[config.mk]
export PLATFORM = sky130hd
export DESIGN_NAME = ring_overlay_next_hop_core_flat
export DESIGN_NICKNAME = d
export VERILOG_FILES = /design/src/hdl/ronh_pkg.sv /design/src/hdl/ronh_in_if.sv /design/src/hdl/ronh_out_if.sv /design/src/hdl/ronh_cfg_if.sv /design/src/hdl/ronh_entry.sv /design/src/hdl/ronh_reduce.sv /design/src/hdl/ronh_select.sv /design/src/hdl/ronh_resolve.sv /design/src/hdl/ring_overlay_next_hop_core.sv /design/src/flat_wrapper.sv
export VERILOG_INCLUDE_DIRS = /design/src /design/src/hdl
export SDC_FILE = /design/constraint.sdc
export NUM_CORES = 2
export LEC_CHECK = 0
export BUFFER_PORTS_ARGS = -buffer_cell sky130_fd_sc_hd__buf_4
export CORE_MARGIN = 2
export CORE_UTILIZATION = 55
export DETAILED_ROUTE_END_ITERATION = 12
export HOLD_SLACK_MARGIN = 0.08
export MAX_ROUTING_LAYER = met4
export PLACE_DENSITY = 0.7
export RECOVER_POWER = 100
export REMOVE_ABC_BUFFERS = 1
export SLEW_MARGIN = 40
export SYNTH_ARGS = -nofsm -noshare
export SYNTH_HDL_FRONTEND = slang
export SYNTH_SLANG_ARGS = --single-unit
[constraint.sdc]
create_clock -name clk -period 11 [get_ports clk]
set_input_delay 2.2 -clock clk [delete_from_list [all_inputs] [get_ports clk]]
set_output_delay 2.2 -clock clk [all_outputs]
set_load 0.005 [all_outputs]
[src/hdl/ring_overlay_next_hop_core_macros.svh]
// Assertion macros used by the file that checks the next-hop pipeline.
// Each macro expects signals named clk and rst_n in the using scope.
`ifndef RING_OVERLAY_NEXT_HOP_CORE_MACROS_SVH
`define RING_OVERLAY_NEXT_HOP_CORE_MACROS_SVH
`ifndef ASSERT_OFF
// Same-cycle implication, disabled while reset is asserted.
`define RONH_ASSERT(lbl, ante, cons, msg) \
  lbl: assert property (@(posedge clk) disable iff (!rst_n) (ante) |-> (cons)) \
    else $error(msg);
// Next-cycle implication, disabled while reset is asserted.
`define RONH_ASSERT_NEXT(lbl, ante, cons, msg) \
  lbl: assert property (@(posedge clk) disable iff (!rst_n) (ante) |=> (cons)) \
    else $error(msg);
`else
`define RONH_ASSERT(lbl, ante, cons, msg)
`define RONH_ASSERT_NEXT(lbl, ante, cons, msg)
`endif
`endif

[src/hdl/ronh_pkg.sv]
package ronh_pkg;

  // Field widths and ring limits.
  localparam int ID_W        = 6;
  localparam int CNT_W       = 7;
  localparam int MASK_W      = 64;
  localparam int CFG_IDX_W   = 2;
  localparam int CFG_DATA_W  = 64;
  localparam int MAX_NODES   = 64;
  localparam int NUM_FINGERS = $clog2(MAX_NODES);
  localparam int RED_W       = 2 * CNT_W;

  // Configuration register indexes.
  typedef enum logic [CFG_IDX_W-1:0] {
    REG_NODE_ID       = 2'd0,
    REG_NODE_COUNT    = 2'd1,
    REG_NEIGHBOR_MASK = 2'd2
  } cfg_reg_t;

  // Live configuration seen by every stage.
  typedef struct packed {
    logic [ID_W-1:0]   node_id;
    logic [CNT_W-1:0]  ring_n;
    logic [MASK_W-1:0] mask;
  } cfg_t;

  // After stage 1: partly reduced ring positions and the scan candidates.
  typedef struct packed {
    logic [ID_W-1:0]                     target;
    logic [ID_W-1:0]                     dist_t;
    logic                                tgt_linked;
    logic                                is_local;
    logic [MASK_W-1:0]                   cand;
    logic [CNT_W-1:0]                    part_succ;
    logic [NUM_FINGERS-1:0][CNT_W-1:0]   part_fing;
  } s1_t;

  // After stage 2: successor and fingers fully reduced modulo the ring size.
  typedef struct packed {
    logic [ID_W-1:0]                     target;
    logic [ID_W-1:0]                     dist_t;
    logic                                tgt_linked;
    logic                                is_local;
    logic [MASK_W-1:0]                   cand;
    logic [ID_W-1:0]                     succ;
    logic [NUM_FINGERS-1:0][ID_W-1:0]    fing;
  } s2_t;

  // After stage 3: rule decision, with the scan left for the last stage.
  typedef struct packed {
    logic              is_local;
    logic [ID_W-1:0]   hop_pre;
    logic              fail_pre;
    logic              do_scan;
    logic [MASK_W-1:0] cand;
    logic [MASK_W-1:0] lt_rot;
    logic [ID_W-1:0]   dist_succ;
  } s3_t;

  // One result item.
  typedef struct packed {
    logic [ID_W-1:0] next_hop;
    logic            is_local;
    logic            no_route;
  } res_t;

  // Rotate right so that bit sh of v lands at bit 0.
  function automatic logic [MASK_W-1:0] rot_right(input logic [MASK_W-1:0] v,
                                                  input logic [ID_W-1:0] sh);
    logic [2*MASK_W-1:0] w;
    w = {v, v} >> sh;
    return w[MASK_W-1:0];
  endfunction

  // Restoring reduction steps hi down to lo of v modulo n.
  function automatic logic [CNT_W-1:0] ring_reduce(input logic [CNT_W-1:0] v,
                                                   input logic [CNT_W-1:0] n,
                                                   input int hi, input int lo);
    logic [RED_W-1:0] sub;
    logic [CNT_W-1:0] acc;
    acc = v;
    for (int k = hi; k >= lo; k--) begin
      sub = RED_W'(n) << k;
      if (RED_W'(acc) >= sub) begin
        acc = acc - sub[CNT_W-1:0];
      end
    end
    return acc;
  endfunction

  // Position of the highest set bit; zero when none is set.
  function automatic logic [ID_W-1:0] top_bit(input logic [MASK_W-1:0] v);
    logic [ID_W-1:0] p;
    p = '0;
    for (int j = 0; j < MASK_W; j++) begin
      if (v[j]) begin
        p = ID_W'(j);
      end
    end
    return p;
  endfunction

endpackage

[src/hdl/ronh_in_if.sv]
interface ronh_in_if import ronh_pkg::*; ();
  logic            valid;
  logic            ready;
  logic [ID_W-1:0] target_node;

  modport source (output valid, output target_node, input ready);
  modport sink (input valid, input target_node, output ready);
endinterface

[src/hdl/ronh_out_if.sv]
interface ronh_out_if import ronh_pkg::*; ();
  logic            valid;
  logic            ready;
  logic [ID_W-1:0] next_hop;
  logic            is_local;
  logic            no_route;

  modport source (output valid, output next_hop, output is_local, output no_route,
                  input ready);
  modport sink (input valid, input next_hop, input is_local, input no_route,
                output ready);
endinterface

[src/hdl/ronh_cfg_if.sv]
interface ronh_cfg_if import ronh_pkg::*; ();
  logic                  valid;
  logic                  ready;
  logic [CFG_IDX_W-1:0]  index;
  logic [CFG_DATA_W-1:0] data;

  modport source (output valid, output index, output data, input ready);
  modport sink (input valid, input index, input data, output ready);
endinterface

[src/hdl/ronh_entry.sv]
module ronh_entry import ronh_pkg::*; (
  input  logic            clk,
  input  logic            rst_n,
  input  cfg_t            cfg,
  input  logic            up_valid,
  input  logic [ID_W-1:0] up_target,
  output logic            up_ready,
  output logic            dn_valid,
  output s1_t             dn_data,
  input  logic            dn_ready
);

  logic              vld_r;
  s1_t               dat_r;
  s1_t               dat_nxt;
  logic [MASK_W-1:0] window;

  // Candidates for the scan lie strictly between self and target on the ring.
  always_comb begin
    dat_nxt.target     = up_target;
    dat_nxt.dist_t     = up_target - cfg.node_id;
    dat_nxt.tgt_linked = cfg.mask[up_target];
    dat_nxt.is_local   = (up_target == cfg.node_id);
    window             = ((MASK_W'(1) << dat_nxt.dist_t) - MASK_W'(1)) & ~MASK_W'(1);
    dat_nxt.cand       = rot_right(cfg.mask, cfg.node_id) & window;
    // Upper three steps of the modulo reduction for successor and fingers.
    dat_nxt.part_succ  = ring_reduce(CNT_W'(cfg.node_id) + CNT_W'(1), cfg.ring_n,
                                     CNT_W - 1, CNT_W - 3);
    for (int i = 0; i < NUM_FINGERS; i++) begin
      dat_nxt.part_fing[i] = ring_reduce(CNT_W'(cfg.node_id) + (CNT_W'(1) << i),
                                         cfg.ring_n, CNT_W - 1, CNT_W - 3);
    end
  end

  // Pipeline register with local stall control.
  assign up_ready = !vld_r || dn_ready;

  always_ff @(posedge clk) begin
    if (!rst_n) begin
      vld_r <= 1'b0;
    end else if (up_ready) begin
      vld_r <= up_valid;
    end
  end

  always_ff @(posedge clk) begin
    if (up_ready && up_valid) begin
      dat_r <= dat_nxt;
    end
  end

  assign dn_valid = vld_r;
  assign dn_data  = dat_r;

endmodule

[src/hdl/ronh_reduce.sv]
module ronh_reduce import ronh_pkg::*; (
  input  logic clk,
  input  logic rst_n,
  input  cfg_t cfg,
  input  logic up_valid,
  input  s1_t  up_data,
  output logic up_ready,
  output logic dn_valid,
  output s2_t  dn_data,
  input  logic dn_ready
);

  logic             vld_r;
  s2_t              dat_r;
  s2_t              dat_nxt;
  logic [CNT_W-1:0] full;

  // Remaining reduction steps; the result is below the ring size.
  always_comb begin
    dat_nxt.target     = up_data.target;
    dat_nxt.dist_t     = up_data.dist_t;
    dat_nxt.tgt_linked = up_data.tgt_linked;
    dat_nxt.is_local   = up_data.is_local;
    dat_nxt.cand       = up_data.cand;
    full               = ring_reduce(up_data.part_succ, cfg.ring_n, CNT_W - 4, 0);
    dat_nxt.succ       = full[ID_W-1:0];
    for (int i = 0; i < NUM_FINGERS; i++) begin
      full            = ring_reduce(up_data.part_fing[i], cfg.ring_n, CNT_W - 4, 0);
      dat_nxt.fing[i] = full[ID_W-1:0];
    end
  end

  // Pipeline register with local stall control.
  assign up_ready = !vld_r || dn_ready;

  always_ff @(posedge clk) begin
    if (!rst_n) begin
      vld_r <= 1'b0;
    end else if (up_ready) begin
      vld_r <= up_valid;
    end
  end

  always_ff @(posedge clk) begin
    if (up_ready && up_valid) begin
      dat_r <= dat_nxt;
    end
  end

  assign dn_valid = vld_r;
  assign dn_data  = dat_r;

endmodule

[src/hdl/ronh_select.sv]
module ronh_select import ronh_pkg::*; (
  input  logic clk,
  input  logic rst_n,
  input  cfg_t cfg,
  input  logic up_valid,
  input  s2_t  up_data,
  output logic up_ready,
  output logic dn_valid,
  output s3_t  dn_data,
  input  logic dn_ready
);

  logic                   vld_r;
  s3_t                    dat_r;
  s3_t                    dat_nxt;
  logic [ID_W-1:0]        dist_succ;
  logic                   succ_hit;
  logic                   succ_linked;
  logic [ID_W-1:0]        dist_f;
  logic                   fing_any;
  logic [ID_W-1:0]        fing_hop;

  // Ring distances are measured clockwise from self on the id space.
  always_comb begin
    dist_succ   = up_data.succ - cfg.node_id;
    succ_hit    = (dist_succ != '0) && (up_data.dist_t <= dist_succ);
    succ_linked = cfg.mask[up_data.succ];

    // Highest finger that exists, is linked and lies short of the target.
    fing_any = 1'b0;
    fing_hop = '0;
    for (int i = 0; i < NUM_FINGERS; i++) begin
      dist_f = up_data.fing[i] - cfg.node_id;
      if (((CNT_W'(1) << i) < cfg.ring_n) && (dist_f != '0) &&
          (dist_f < up_data.dist_t) && cfg.mask[up_data.fing[i]]) begin
        fing_any = 1'b1;
        fing_hop = up_data.fing[i];
      end
    end

    // Rules in priority order; the scan keeps the successor as its default.
    dat_nxt.is_local  = up_data.is_local;
    dat_nxt.do_scan   = 1'b0;
    dat_nxt.hop_pre   = up_data.succ;
    dat_nxt.fail_pre  = !succ_linked;
    if (up_data.is_local) begin
      dat_nxt.hop_pre  = cfg.node_id;
      dat_nxt.fail_pre = 1'b0;
    end else if (up_data.tgt_linked) begin
      dat_nxt.hop_pre  = up_data.target;
      dat_nxt.fail_pre = 1'b0;
    end else if (succ_hit) begin
      dat_nxt.hop_pre  = up_data.succ;
    end else if (fing_any) begin
      dat_nxt.hop_pre  = fing_hop;
      dat_nxt.fail_pre = 1'b0;
    end else begin
      dat_nxt.do_scan  = 1'b1;
    end

    dat_nxt.cand      = up_data.cand;
    dat_nxt.lt_rot    = rot_right((MASK_W'(1) << up_data.succ) - MASK_W'(1),
                                  cfg.node_id);
    dat_nxt.dist_succ = dist_succ;
  end

  // Pipeline register with local stall control.
  assign up_ready = !vld_r || dn_ready;

  always_ff @(posedge clk) begin
    if (!rst_n) begin
      vld_r <= 1'b0;
    end else if (up_ready) begin
      vld_r <= up_valid;
    end
  end

  always_ff @(posedge clk) begin
    if (up_ready && up_valid) begin
      dat_r <= dat_nxt;
    end
  end

  assign dn_valid = vld_r;
  assign dn_data  = dat_r;

endmodule

[src/hdl/ronh_resolve.sv]
module ronh_resolve import ronh_pkg::*; (
  input  logic clk,
  input  logic rst_n,
  input  cfg_t cfg,
  input  logic up_valid,
  input  s3_t  up_data,
  output logic up_ready,
  output logic dn_valid,
  output res_t dn_data,
  input  logic dn_ready
);

  logic              vld_r;
  res_t              dat_r;
  res_t              dat_nxt;
  logic [MASK_W-1:0] cand_a;
  logic [MASK_W-1:0] cand_b;
  logic [MASK_W-1:0] above_succ;
  logic              succ_cand;
  logic              a_exceeds;

  // The scan ends on the candidate nearest the target, except that once the
  // successor itself is taken, only ids above it can replace it.
  always_comb begin
    cand_a     = up_data.cand & up_data.lt_rot;
    cand_b     = up_data.cand & ~up_data.lt_rot & ~(MASK_W'(1) << up_data.dist_succ);
    above_succ = ~((MASK_W'(2) << up_data.dist_succ) - MASK_W'(1));
    succ_cand  = up_data.cand[up_data.dist_succ];
    a_exceeds  = |(cand_a & above_succ);

    dat_nxt.is_local = up_data.is_local;
    dat_nxt.next_hop = up_data.hop_pre;
    dat_nxt.no_route = up_data.fail_pre;
    if (up_data.do_scan && (|up_data.cand)) begin
      if (succ_cand && !a_exceeds) begin
        if (|cand_b) begin
          dat_nxt.next_hop = cfg.node_id + top_bit(cand_b);
          dat_nxt.no_route = 1'b0;
        end
      end else begin
        dat_nxt.next_hop = cfg.node_id + top_bit(up_data.cand);
        dat_nxt.no_route = 1'b0;
      end
    end
  end

  // Output register; it holds the result until the receiver takes it.
  assign up_ready = !vld_r || dn_ready;

  always_ff @(posedge clk) begin
    if (!rst_n) begin
      vld_r <= 1'b0;
    end else if (up_ready) begin
      vld_r <= up_valid;
    end
  end

  always_ff @(posedge clk) begin
    if (up_ready && up_valid) begin
      dat_r <= dat_nxt;
    end
  end

  assign dn_valid = vld_r;
  assign dn_data  = dat_r;

endmodule

[src/hdl/ring_overlay_next_hop_core.sv]
// Next-hop lookup for a node on a ring overlay.
// in_chan carries one destination id per transfer; out_chan returns one
// result per destination: the node to forward to, a local flag and a
// no-route flag for a hop that has no direct link. cfg_chan writes the
// node id (index 0), the ring size (index 1) and the neighbor mask
// (index 2); other indexes are accepted and ignored. Writes are always
// accepted and belong to quiet periods with no lookup in flight.
// The pipeline takes one destination every cycle while the receiver is
// ready; it has four register stages, with the modulo reduction of
// successor and fingers split over the first two and the scan's
// leading-one search in the last.
// When the receiver stalls, the result holds in the output register and
// each stage keeps accepting until it is full, so ready falls back to the
// input only once the whole pipeline is occupied; nothing is dropped.
// A synchronous reset empties the pipeline and sets node id 0, ring size 1
// and an empty neighbor mask.
`include "ring_overlay_next_hop_core_macros.svh"
module ring_overlay_next_hop_core import ronh_pkg::*; (
  input  logic       clk,
  input  logic       rst_n,
  ronh_in_if.sink    in_chan,
  ronh_out_if.source out_chan,
  ronh_cfg_if.sink   cfg_chan
);

  logic [ID_W-1:0]   node_id_r;
  logic [CNT_W-1:0]  node_count_r;
  logic [MASK_W-1:0] neighbor_mask_r;
  cfg_t              cfg;

  logic s1_vld, s1_rdy;
  s1_t  s1_dat;
  logic s2_vld, s2_rdy;
  s2_t  s2_dat;
  logic s3_vld, s3_rdy;
  s3_t  s3_dat;
  res_t res;

  // Configuration registers.
  assign cfg_chan.ready = 1'b1;

  always_ff @(posedge clk) begin
    if (!rst_n) begin
      node_id_r       <= '0;
      node_count_r    <= CNT_W'(1);
      neighbor_mask_r <= '0;
    end else if (cfg_chan.valid && cfg_chan.ready) begin
      case (cfg_reg_t'(cfg_chan.index))
        REG_NODE_ID:       node_id_r       <= cfg_chan.data[ID_W-1:0];
        REG_NODE_COUNT:    node_count_r    <= cfg_chan.data[CNT_W-1:0];
        REG_NEIGHBOR_MASK: neighbor_mask_r <= cfg_chan.data[MASK_W-1:0];
        default: ;
      endcase
    end
  end

  // Ring size clamped to one through the largest supported ring.
  always_comb begin
    cfg.node_id = node_id_r;
    cfg.mask    = neighbor_mask_r;
    if (node_count_r == '0) begin
      cfg.ring_n = CNT_W'(1);
    end else if (node_count_r > CNT_W'(MAX_NODES)) begin
      cfg.ring_n = CNT_W'(MAX_NODES);
    end else begin
      cfg.ring_n = node_count_r;
    end
  end

  // Four-stage lookup pipeline.
  ronh_entry u_entry (
    .clk       (clk),
    .rst_n     (rst_n),
    .cfg       (cfg),
    .up_valid  (in_chan.valid),
    .up_target (in_chan.target_node),
    .up_ready  (in_chan.ready),
    .dn_valid  (s1_vld),
    .dn_data   (s1_dat),
    .dn_ready  (s1_rdy)
  );

  ronh_reduce u_reduce (
    .clk      (clk),
    .rst_n    (rst_n),
    .cfg      (cfg),
    .up_valid (s1_vld),
    .up_data  (s1_dat),
    .up_ready (s1_rdy),
    .dn_valid (s2_vld),
    .dn_data  (s2_dat),
    .dn_ready (s2_rdy)
  );

  ronh_select u_select (
    .clk      (clk),
    .rst_n    (rst_n),
    .cfg      (cfg),
    .up_valid (s2_vld),
    .up_data  (s2_dat),
    .up_ready (s2_rdy),
    .dn_valid (s3_vld),
    .dn_data  (s3_dat),
    .dn_ready (s3_rdy)
  );

  ronh_resolve u_resolve (
    .clk      (clk),
    .rst_n    (rst_n),
    .cfg      (cfg),
    .up_valid (s3_vld),
    .up_data  (s3_dat),
    .up_ready (s3_rdy),
    .dn_valid (out_chan.valid),
    .dn_data  (res),
    .dn_ready (out_chan.ready)
  );

  assign out_chan.next_hop = res.next_hop;
  assign out_chan.is_local = res.is_local;
  assign out_chan.no_route = res.no_route;

  // A local result names this node and never reports a missing route.
  `RONH_ASSERT(a_local_hop, out_chan.valid && out_chan.is_local,
               out_chan.next_hop == node_id_r && !out_chan.no_route,
               "local result does not name this node")
  // For a forwarded result the no-route flag mirrors the link of the hop.
  `RONH_ASSERT(a_route_flag, out_chan.valid && !out_chan.is_local,
               out_chan.no_route == !neighbor_mask_r[out_chan.next_hop],
               "no_route disagrees with neighbor mask")
  // An accepted destination always occupies the first stage next cycle.
  `RONH_ASSERT_NEXT(a_entry_load, in_chan.valid && in_chan.ready, s1_vld,
                    "input transfer lost at first stage")

endmodule
[src/flat_wrapper.sv]
// flat-port wrapper written by rule: the top's interface ports become plain ports
module ring_overlay_next_hop_core_flat import ronh_pkg::*;
  (clk, rst_n, in_chan_valid, in_chan_target_node, in_chan_ready, out_chan_valid, out_chan_next_hop, out_chan_is_local, out_chan_no_route, out_chan_ready, cfg_chan_valid, cfg_chan_index, cfg_chan_data, cfg_chan_ready);
  ronh_in_if in_chan_i ();
  ronh_out_if out_chan_i ();
  ronh_cfg_if cfg_chan_i ();
  input  logic clk;
  input  logic rst_n;
  input wire logic [$bits(in_chan_i.valid)-1:0] in_chan_valid;
  input wire logic [$bits(in_chan_i.target_node)-1:0] in_chan_target_node;
  output wire logic [$bits(in_chan_i.ready)-1:0] in_chan_ready;
  output wire logic [$bits(out_chan_i.valid)-1:0] out_chan_valid;
  output wire logic [$bits(out_chan_i.next_hop)-1:0] out_chan_next_hop;
  output wire logic [$bits(out_chan_i.is_local)-1:0] out_chan_is_local;
  output wire logic [$bits(out_chan_i.no_route)-1:0] out_chan_no_route;
  input wire logic [$bits(out_chan_i.ready)-1:0] out_chan_ready;
  input wire logic [$bits(cfg_chan_i.valid)-1:0] cfg_chan_valid;
  input wire logic [$bits(cfg_chan_i.index)-1:0] cfg_chan_index;
  input wire logic [$bits(cfg_chan_i.data)-1:0] cfg_chan_data;
  output wire logic [$bits(cfg_chan_i.ready)-1:0] cfg_chan_ready;
  assign in_chan_i.valid = in_chan_valid;
  assign in_chan_i.target_node = in_chan_target_node;
  assign in_chan_ready = in_chan_i.ready;
  assign out_chan_valid = out_chan_i.valid;
  assign out_chan_next_hop = out_chan_i.next_hop;
  assign out_chan_is_local = out_chan_i.is_local;
  assign out_chan_no_route = out_chan_i.no_route;
  assign out_chan_i.ready = out_chan_ready;
  assign cfg_chan_i.valid = cfg_chan_valid;
  assign cfg_chan_i.index = cfg_chan_index;
  assign cfg_chan_i.data = cfg_chan_data;
  assign cfg_chan_ready = cfg_chan_i.ready;
  ring_overlay_next_hop_core u_core (.clk(clk), .rst_n(rst_n), .in_chan(in_chan_i), .out_chan(out_chan_i), .cfg_chan(cfg_chan_i));
endmodule
=== Word-level counts from Yosys, hierarchy flattened ===
Index checks and enable logic that the tools add are counted.

* Register bits after elaboration: 466
* Input bits: 77
* Output and inout port bits: 11
* Logic and storage cells: 446

* Shift-type cells: 6
* Muxes and demuxes: 215
* Equal/unequal tests: 3
* Bitwise logic cells: 8
* Reductions and logical operators: 51
* Add/subtract/negate cells: 60
* Order comparisons: 64

{| class="wikitable"
|+ Operator list
! kind !! count
|-
| two-way mux 6 bit || 145
|-
| AND 64 bit || 5
|-
| two-way mux 7 bit || 41
|-
| right shift 128 x 6 -> 64 bit || 2
|-
| subtractor 7 bit || 36
|-
| NOT 64 bit || 3
|-
| OR reduction 64 bit || 3
|-
| left shift 1 x 6 -> 64 bit (first input constant) || 3
|-
| subtractor 64 x 2 -> 64 bit (second input constant) || 3
|-
| >= comparator 7 x 13 -> 1 bit || 6
|-
| subtractor 6 bit || 13
|-
| >= comparator 7 x 12 -> 1 bit || 6
|-
| >= comparator 7 x 11 -> 1 bit || 6
|-
| left shift 2 x 6 -> 64 bit (first input constant) || 1
|-
| >= comparator 7 x 10 -> 1 bit || 6
|-
| less-than comparator 6 x 7 -> 1 bit (second input constant) || 8
|-
| >= comparator 7 x 9 -> 1 bit || 6
|-
| binary-select mux 1 bit (select 6 bit) || 8
|-
| >= comparator 7 x 8 -> 1 bit || 6
|-
| >= comparator 7 bit || 6
|-
| less-than comparator 6 bit || 6
|-
| nonzero test 6 bit || 6
|-
| logical AND 1 bit || 25
|-
| two-way mux 1 bit || 20
|-
| 26 further kinds || 37
|}

=== Longest topological paths before layout ===
* Depth in word-level cells: 73
* Gate-level depth with buffers: 40
* Depth with buffers taken out: 38

=== By module ===
Synthesis repeated with hierarchy kept, for this count alone.

* Cell total of the unflattened synthesis: 5522
* Area, all modules: 51275.4 µm²

{| class="wikitable"
|+ Modules (own cells, without submodules)
! module !! sequential area each (µm²) !! instances !! area each (µm²) !! cells each
|-
| ronh_select || 4314.1 || 1 || 18645.4 || 2010
|-
| ronh_entry || 3293.2 || 1 || 12115.4 || 1176
|-
| ronh_reduce || 3623.5 || 1 || 11726.2 || 1163
|-
| ronh_resolve || 260.2 || 1 || 5624.1 || 838
|-
| ring_overlay_next_hop_core || 1541.5 || 1 || 3164.3 || 335
|}

=== Worst setup path after synthesis ===
OpenSTA, ideal clock, no wires.

* Path kind: input port to flip-flop
* Start: input out_chan_ready
* End: register u_core.u_reduce.dat_r (netlist bit u_core.u_reduce.dn_data[0]), enable pin
* Path buffers: 0
* Stages: 3
* Arrival: 10666 ps
* Setup slack: -423 ps
* Setup time: 757 ps
* Required time: 10243 ps
* Path through: nor2b_1 -> and2_0 -> a21boi_0

* Cells in the longest elaborated chain, start to end: 4

{| class="wikitable"
|+ RTL lines
! element !! line !! text
|-
| start: declaration || flat_wrapper.sv:16 || <nowiki>input wire logic [$bits(out_chan_i.ready)-1:0] out_chan_ready;</nowiki>
|-
| logical OR 1 bit || ronh_resolve.sv:48 || <nowiki>assign up_ready = !vld_r || dn_ready;</nowiki>
|-
| logical OR 1 bit || ronh_select.sv:68 || <nowiki>assign up_ready = !vld_r || dn_ready;</nowiki>
|-
| logical OR 1 bit || ronh_reduce.sv:34 || <nowiki>assign up_ready = !vld_r || dn_ready;</nowiki>
|-
| logical AND 1 bit || ronh_reduce.sv:45 || <nowiki>if (up_ready && up_valid) begin</nowiki>
|-
| end signal: assignment || ronh_reduce.sv:46 || <nowiki>dat_r <= dat_nxt;</nowiki>
|-
| end: declaration || ronh_reduce.sv:14 || <nowiki>s2_t dat_r;</nowiki>
|}

No other way between the ends.
A chain may end at the register's enable or synchronous reset.

==> impl_results.html <==
<table>
<tr><th>Metric</th><th>Value</th></tr>
<tr><th colspan="2">Status</th></tr>
<tr><td>Run status</td><td>complete, but fails checks</td></tr>
<tr><td>Violated checks</td><td>max-capacitance violations, max-slew violations</td></tr>
<tr><th colspan="2">Cells and area</th></tr>
<tr><td>Fraction of the core area covered by cells at the end of the flow</td><td>58.7%</td></tr>
<tr><td>Fin nets</td><td>5346</td></tr>
<tr><td>Most used cells in the layout excluding fill and tap cells</td><td>sky130_fd_sc_hd__nand2_1, sky130_fd_sc_hd__edfxtp_1, sky130_fd_sc_hd__nor2_1</td></tr>
<tr><td>Area growth from synthesis to final layout</td><td>5.96%</td></tr>
<tr><td>Proportion of layout cells with a drive suffix above 1</td><td>13.6%</td></tr>
<tr><td>Most common cell after layout, fill and taps aside</td><td>sky130_fd_sc_hd__nand2_1</td></tr>
<tr><th colspan="2">Critical path</th></tr>
<tr><td>Maximum fanout count along the critical path</td><td>73</td></tr>
<tr><td>Max incr delay on CP</td><td>2210 ps</td></tr>
<tr><td>Data arrival time of the critical path</td><td>10220 ps</td></tr>
<tr><td>Worst Path Class, Setup</td><td>reg -&gt; reg</td></tr>
<tr><td>Count of buffer and inverter cells on the critical path</td><td>2</td></tr>
<tr><td>Crit path required time</td><td>11390 ps</td></tr>
<tr><td>Nature of the critical path endpoint</td><td>flop</td></tr>
<tr><td>Slowest cell on the critical path</td><td>sky130_fd_sc_hd__clkinvlp_2</td></tr>
<tr><td>Critical Path Source Type</td><td>flop</td></tr>
<tr><td>Kind of cell adding the most delay to the critical path</td><td>buffers and inverters</td></tr>
<tr><td>List of cells traversed by the critical path</td><td>clkinvlp_2 &gt; clkbuf_1 &gt; ha_1 &gt; o21ai_0 &gt; a21oi_1 &gt; o32ai_1 &gt; a311oi_1 &gt; ha_1 &gt; nand3_1 &gt; a21oi_1 &gt; o21bai_1 &gt; a211oi_1 &gt; a2111oi_0 &gt; o21ai_0 &gt; o221a_1</td></tr>
<tr><th colspan="2">Logic synthesis</th></tr>
<tr><td>Share of the yosys chip area belonging to registers</td><td>27.1%</td></tr>
<tr><td>Most used flip-flop cell after synthesis</td><td>sky130_fd_sc_hd__edfxtp_1</td></tr>
<tr><td>Number of synthesized register bits</td><td>452</td></tr>
<tr><td>Top-area cell type share of the netlist area</td><td>23.7%</td></tr>
<tr><td>Gate count of the mapped netlist</td><td>5149</td></tr>
<tr><td>Area of the mapped netlist</td><td>0.0471 mm^2</td></tr>
<tr><td>Synth top area cells</td><td>sky130_fd_sc_hd__edfxtp_1, sky130_fd_sc_hd__mux4_2, sky130_fd_sc_hd__ha_1</td></tr>
<tr><td>Leading area contributor after synthesis</td><td>sky130_fd_sc_hd__edfxtp_1</td></tr>
<tr><td>Netlist cell types</td><td>113</td></tr>
<tr><td>Number of synthesized flops with an enable pin</td><td>371</td></tr>
<tr><td>Yosys warning count</td><td>0</td></tr>
<tr><td>Synthesized area per cell</td><td>9.14 um^2</td></tr>
<tr><td>Ys async rst share</td><td>0%</td></tr>
<tr><th colspan="2">Clocking</th></tr>
<tr><td>Number of setup buffers added after CTS</td><td>0</td></tr>
<tr><td>Number of sinks handled by clock tree synthesis</td><td>452</td></tr>
<tr><td>Hold buffer count at CTS</td><td>0</td></tr>
<tr><td>Cts bufs inserted</td><td>49</td></tr>
<tr><td>Total of cells resized after clock tree synthesis</td><td>0</td></tr>
<tr><td>CTS tree</td><td>built</td></tr>
<tr><td>Clock Latency Late Sink</td><td>660 ps</td></tr>
<tr><td>CTS root buffer</td><td>sky130_fd_sc_hd__clkbuf_16</td></tr>
<tr><td>Clk pin slew, worst setup/hold paths</td><td>60 ps</td></tr>
<tr><td>Htree depth</td><td>2</td></tr>
<tr><td>Maximum clock path buffer count</td><td>3</td></tr>
<tr><th colspan="2">Routing</th></tr>
<tr><td>Vias per std cell</td><td>7.16</td></tr>
<tr><td>Count of unresolved DRC violations after routing</td><td>0</td></tr>
<tr><td>Aggregate routed wire length</td><td>177000 um</td></tr>
<tr><td>Pre-antenna DRT Iters</td><td>9</td></tr>
<tr><td>Final antenna-violating net count</td><td>0</td></tr>
<tr><td>Initial DRC count</td><td>6347</td></tr>
<tr><td>Average wire per standard cell</td><td>28.8 um</td></tr>
<tr><td>Routed vias</td><td>44100</td></tr>
<tr><th colspan="2">Global route</th></tr>
<tr><td>Vias in the first global route</td><td>40800</td></tr>
<tr><td>Total global-route track usage</td><td>40.8%</td></tr>
<tr><td>Total grt overflow</td><td>0</td></tr>
<tr><td>Pin count of the biggest net entering global routing</td><td>82</td></tr>
<tr><td>Initial antenna violation count</td><td>2</td></tr>
<tr><td>Wire length of the first global-routing pass</td><td>262000 um</td></tr>
<tr><th colspan="2">STA</th></tr>
<tr><td>Shortest period the worst path allows</td><td>9830 ps</td></tr>
<tr><td>Final count of negative-setup-slack endpoints</td><td>0</td></tr>
<tr><td>Max transition margin</td><td>-174%</td></tr>
<tr><td>Fin Hold WS</td><td>381 ps</td></tr>
<tr><td>Actual slew at the worst max-slew pin</td><td>4120 ps</td></tr>
<tr><td>Pins Over Slew Limit</td><td>875</td></tr>
<tr><td>Period utilisation layout</td><td>89.4%</td></tr>
<tr><td>Maximum clock frequency</td><td>102 MHz</td></tr>
<tr><td>Unrepaired setup endpoints after global routing</td><td>false</td></tr>
<tr><td>Final hold vios</td><td>0</td></tr>
<tr><td>Worst clock skew</td><td>48.6 ps</td></tr>
<tr><th colspan="2">Place</th></tr>
<tr><td>Number of I/O port buffers</td><td>86</td></tr>
<tr><td>Sum of net half-perimeters after detailed placement</td><td>129000 um</td></tr>
<tr><td>Placer congestion estimate</td><td>1.05</td></tr>
<tr><th colspan="2">Power and ir drop</th></tr>
<tr><td>Proportion of power drawn by combinational gates</td><td>66.9%</td></tr>
<tr><td>Part of the total power dissipated in sequential elements</td><td>20.0%</td></tr>
<tr><td>Static leakage</td><td>18.6 nW</td></tr>
<tr><td>Psw</td><td>0.00606 W</td></tr>
<tr><td>Switching part of the total</td><td>46.1%</td></tr>
<tr><td>Total power after layout</td><td>0.0131 W</td></tr>
<tr><td>Internal Dissipation</td><td>0.00708 W</td></tr>
<tr><td>Clock network fraction of design power</td><td>13.1%</td></tr>
<tr><td>Power density over the cells</td><td>264 mW/mm^2</td></tr>
<tr><td>Largest voltage drop on the vdd net</td><td>504 uV</td></tr>
<tr><th colspan="2">Run</th></tr>
<tr><td>Number of max-cap violations</td><td>17</td></tr>
<tr><th colspan="2">Floorplan</th></tr>
<tr><td>Overall die area</td><td>0.0880 mm^2</td></tr>
<tr><td>Total number of placement rows</td><td>107</td></tr>
<tr><td>Die H</td><td>297 um</td></tr>
<tr><td>Core outline area</td><td>0.0850 mm^2</td></tr>
<tr><td>Die X-Extent</td><td>297 um</td></tr>
<tr><td>Effective utilization at floorplan</td><td>55.4%</td></tr>
<tr><td># IOs</td><td>88</td></tr>
<tr><th colspan="2">Min path</th></tr>
<tr><td>Worst min-delay path class</td><td>reg -&gt; reg</td></tr>
</table>
## layout make-up
type / instances / area (um^2)
Multi-Input combinational cell: 4126 / 32100
Antenna cell: 2 / 5.00
Clock inverter: 35 / 392
Fill cell: 7457 / 35100
Sequential cell: 452 / 12800
Clock buffer: 57 / 1270
Timing Repair Buffer: 192 / 1360
Inverter: 158 / 602
Tap cell: 1144 / 1430
## state kept, by name (all words and copies together) (netlist names)
signal                     flops
u_core.node_count_r            7
u_core.u_entry.dn_valid        1
u_core.u_select.dn_valid       1
u_core.u_entry.dn_data       109
u_core.node_id_r               6
u_core.neighbor_mask_r        64
u_core.u_reduce.dn_valid       1
u_core.u_resolve.dn_valid      1
u_core.u_reduce.dn_data      113
u_core.u_select.dn_data      141
u_core.u_resolve.dn_data       8
## worst paths after layout
| kind | start | to | slack (ps) | cells past startpoint |
|---|---|---|---|---|
| max | u_core.node_id_r[3] | u_core.u_select.dn_data[141] | 1170 | 15 |
| min | u_core.u_reduce.dn_data[96] | u_core.u_select.dn_data[124] | 380 | 0 |
| max reg2reg | u_core.node_id_r[3] | u_core.u_select.dn_data[141] | 1170 | 15 |
| min reg2reg | u_core.u_reduce.dn_data[96] | u_core.u_select.dn_data[124] | 380 | 0 |
## power groups by stage
stage	combinational [W]	sequential (W)	clock [W]
after CTS	0.00858	0.00261	0.00174
final	0.00880	0.00263	0.00172
after detailed placement	0.00852	0.00264	0
after global routing	0.00947	0.00263	0.00181
after global placement	0.00836	0.00268	0
after floorplan	0.00617	0.00274	0
## worst register-to-register path, delay by kind of cell, from the launching register on
family | cells | cell delay (ps)
and+or+nand+nor | 1 | 110
DFF | 1 | 800
AOI/OAI and AO/OA | 10 | 3480
buffers and inverters | 2 | 3940
adders and majority gates | 2 | 1250
## cell families after synthesis
family / after synthesis / share of synthesized area, %
adder cells (fa/ha/maj): 290 / 8.33
buffers and inverters: 571 / 4.93
flip-flops: 452 / 27.1
AO/OA/AOI/OAI: 1438 / 20.8
multiplexers: 602 / 19.0
other: 2 / 0.0159
XOR/XNOR: 149 / 2.79
AND/OR/NAND/NOR: 1645 / 17.0
## Yosys cell counts (20+ instances only)
cell type	instances
sky130_fd_sc_hd__o21ai_1	30
sky130_fd_sc_hd__clkbuf_1	269
sky130_fd_sc_hd__dfxtp_1	81
sky130_fd_sc_hd__nor4_1	56
sky130_fd_sc_hd__o21a_1	29
sky130_fd_sc_hd__o22ai_1	44
sky130_fd_sc_hd__or3_1	25
sky130_fd_sc_hd__a22oi_1	40
sky130_fd_sc_hd__a211oi_1	65
sky130_fd_sc_hd__buf_2	72
sky130_fd_sc_hd__a2bb2oi_1	22
sky130_fd_sc_hd__mux2i_1	227
sky130_fd_sc_hd__o211ai_1	40
sky130_fd_sc_hd__xnor2_1	69
sky130_fd_sc_hd__a21boi_0	84
sky130_fd_sc_hd__a211o_1	20
sky130_fd_sc_hd__a21o_1	105
sky130_fd_sc_hd__mux2_2	158
sky130_fd_sc_hd__edfxtp_1	371
sky130_fd_sc_hd__xor2_1	79
sky130_fd_sc_hd__fa_1	39
sky130_fd_sc_hd__a21oi_1	279
sky130_fd_sc_hd__nand3_1	95
sky130_fd_sc_hd__nor2_1	366
sky130_fd_sc_hd__o31ai_1	32
sky130_fd_sc_hd__o21ai_0	280
sky130_fd_sc_hd__nand2_1	577
sky130_fd_sc_hd__nand4_1	47
sky130_fd_sc_hd__mux4_2	217
sky130_fd_sc_hd__o2111ai_1	25
sky130_fd_sc_hd__a221oi_1	32
sky130_fd_sc_hd__and3_1	36
sky130_fd_sc_hd__inv_1	148
sky130_fd_sc_hd__ha_1	251
sky130_fd_sc_hd__o221ai_1	33
sky130_fd_sc_hd__buf_1	56
sky130_fd_sc_hd__nand2b_1	69
sky130_fd_sc_hd__nor2b_1	101
sky130_fd_sc_hd__a31oi_1	38
sky130_fd_sc_hd__and2_1	30
sky130_fd_sc_hd__a2111oi_0	23
sky130_fd_sc_hd__nor3_1	102
## stage by stage
step / instance area, um^2 / instances / TNS (ps) / setup WS, ps
6_report: 49900 / 6166 / 0 / 1170
5_1_grt: 49900 / 6165 / 0 / 610
4_1_cts: 50000 / 6163 / 0 / 1960
3_5_place_dp: 48400 / 6071 / 0 / 1980
3_3_place_gp: 48300 / 6066 / 0 / 2230
2_1_floorplan: 45400 / 4736 / -47820 / -423
## metal layers
layer	vias to the layer above	part of all wire [%]	global-route usage (%)
met5	-	0	-
met4	0	6.6	21.8
met3	685	10	6.90
met2	2949	44	60.7
met1	21100	39	53.4
li1	19400	-	-
Power figures use the tool's default switching activity.
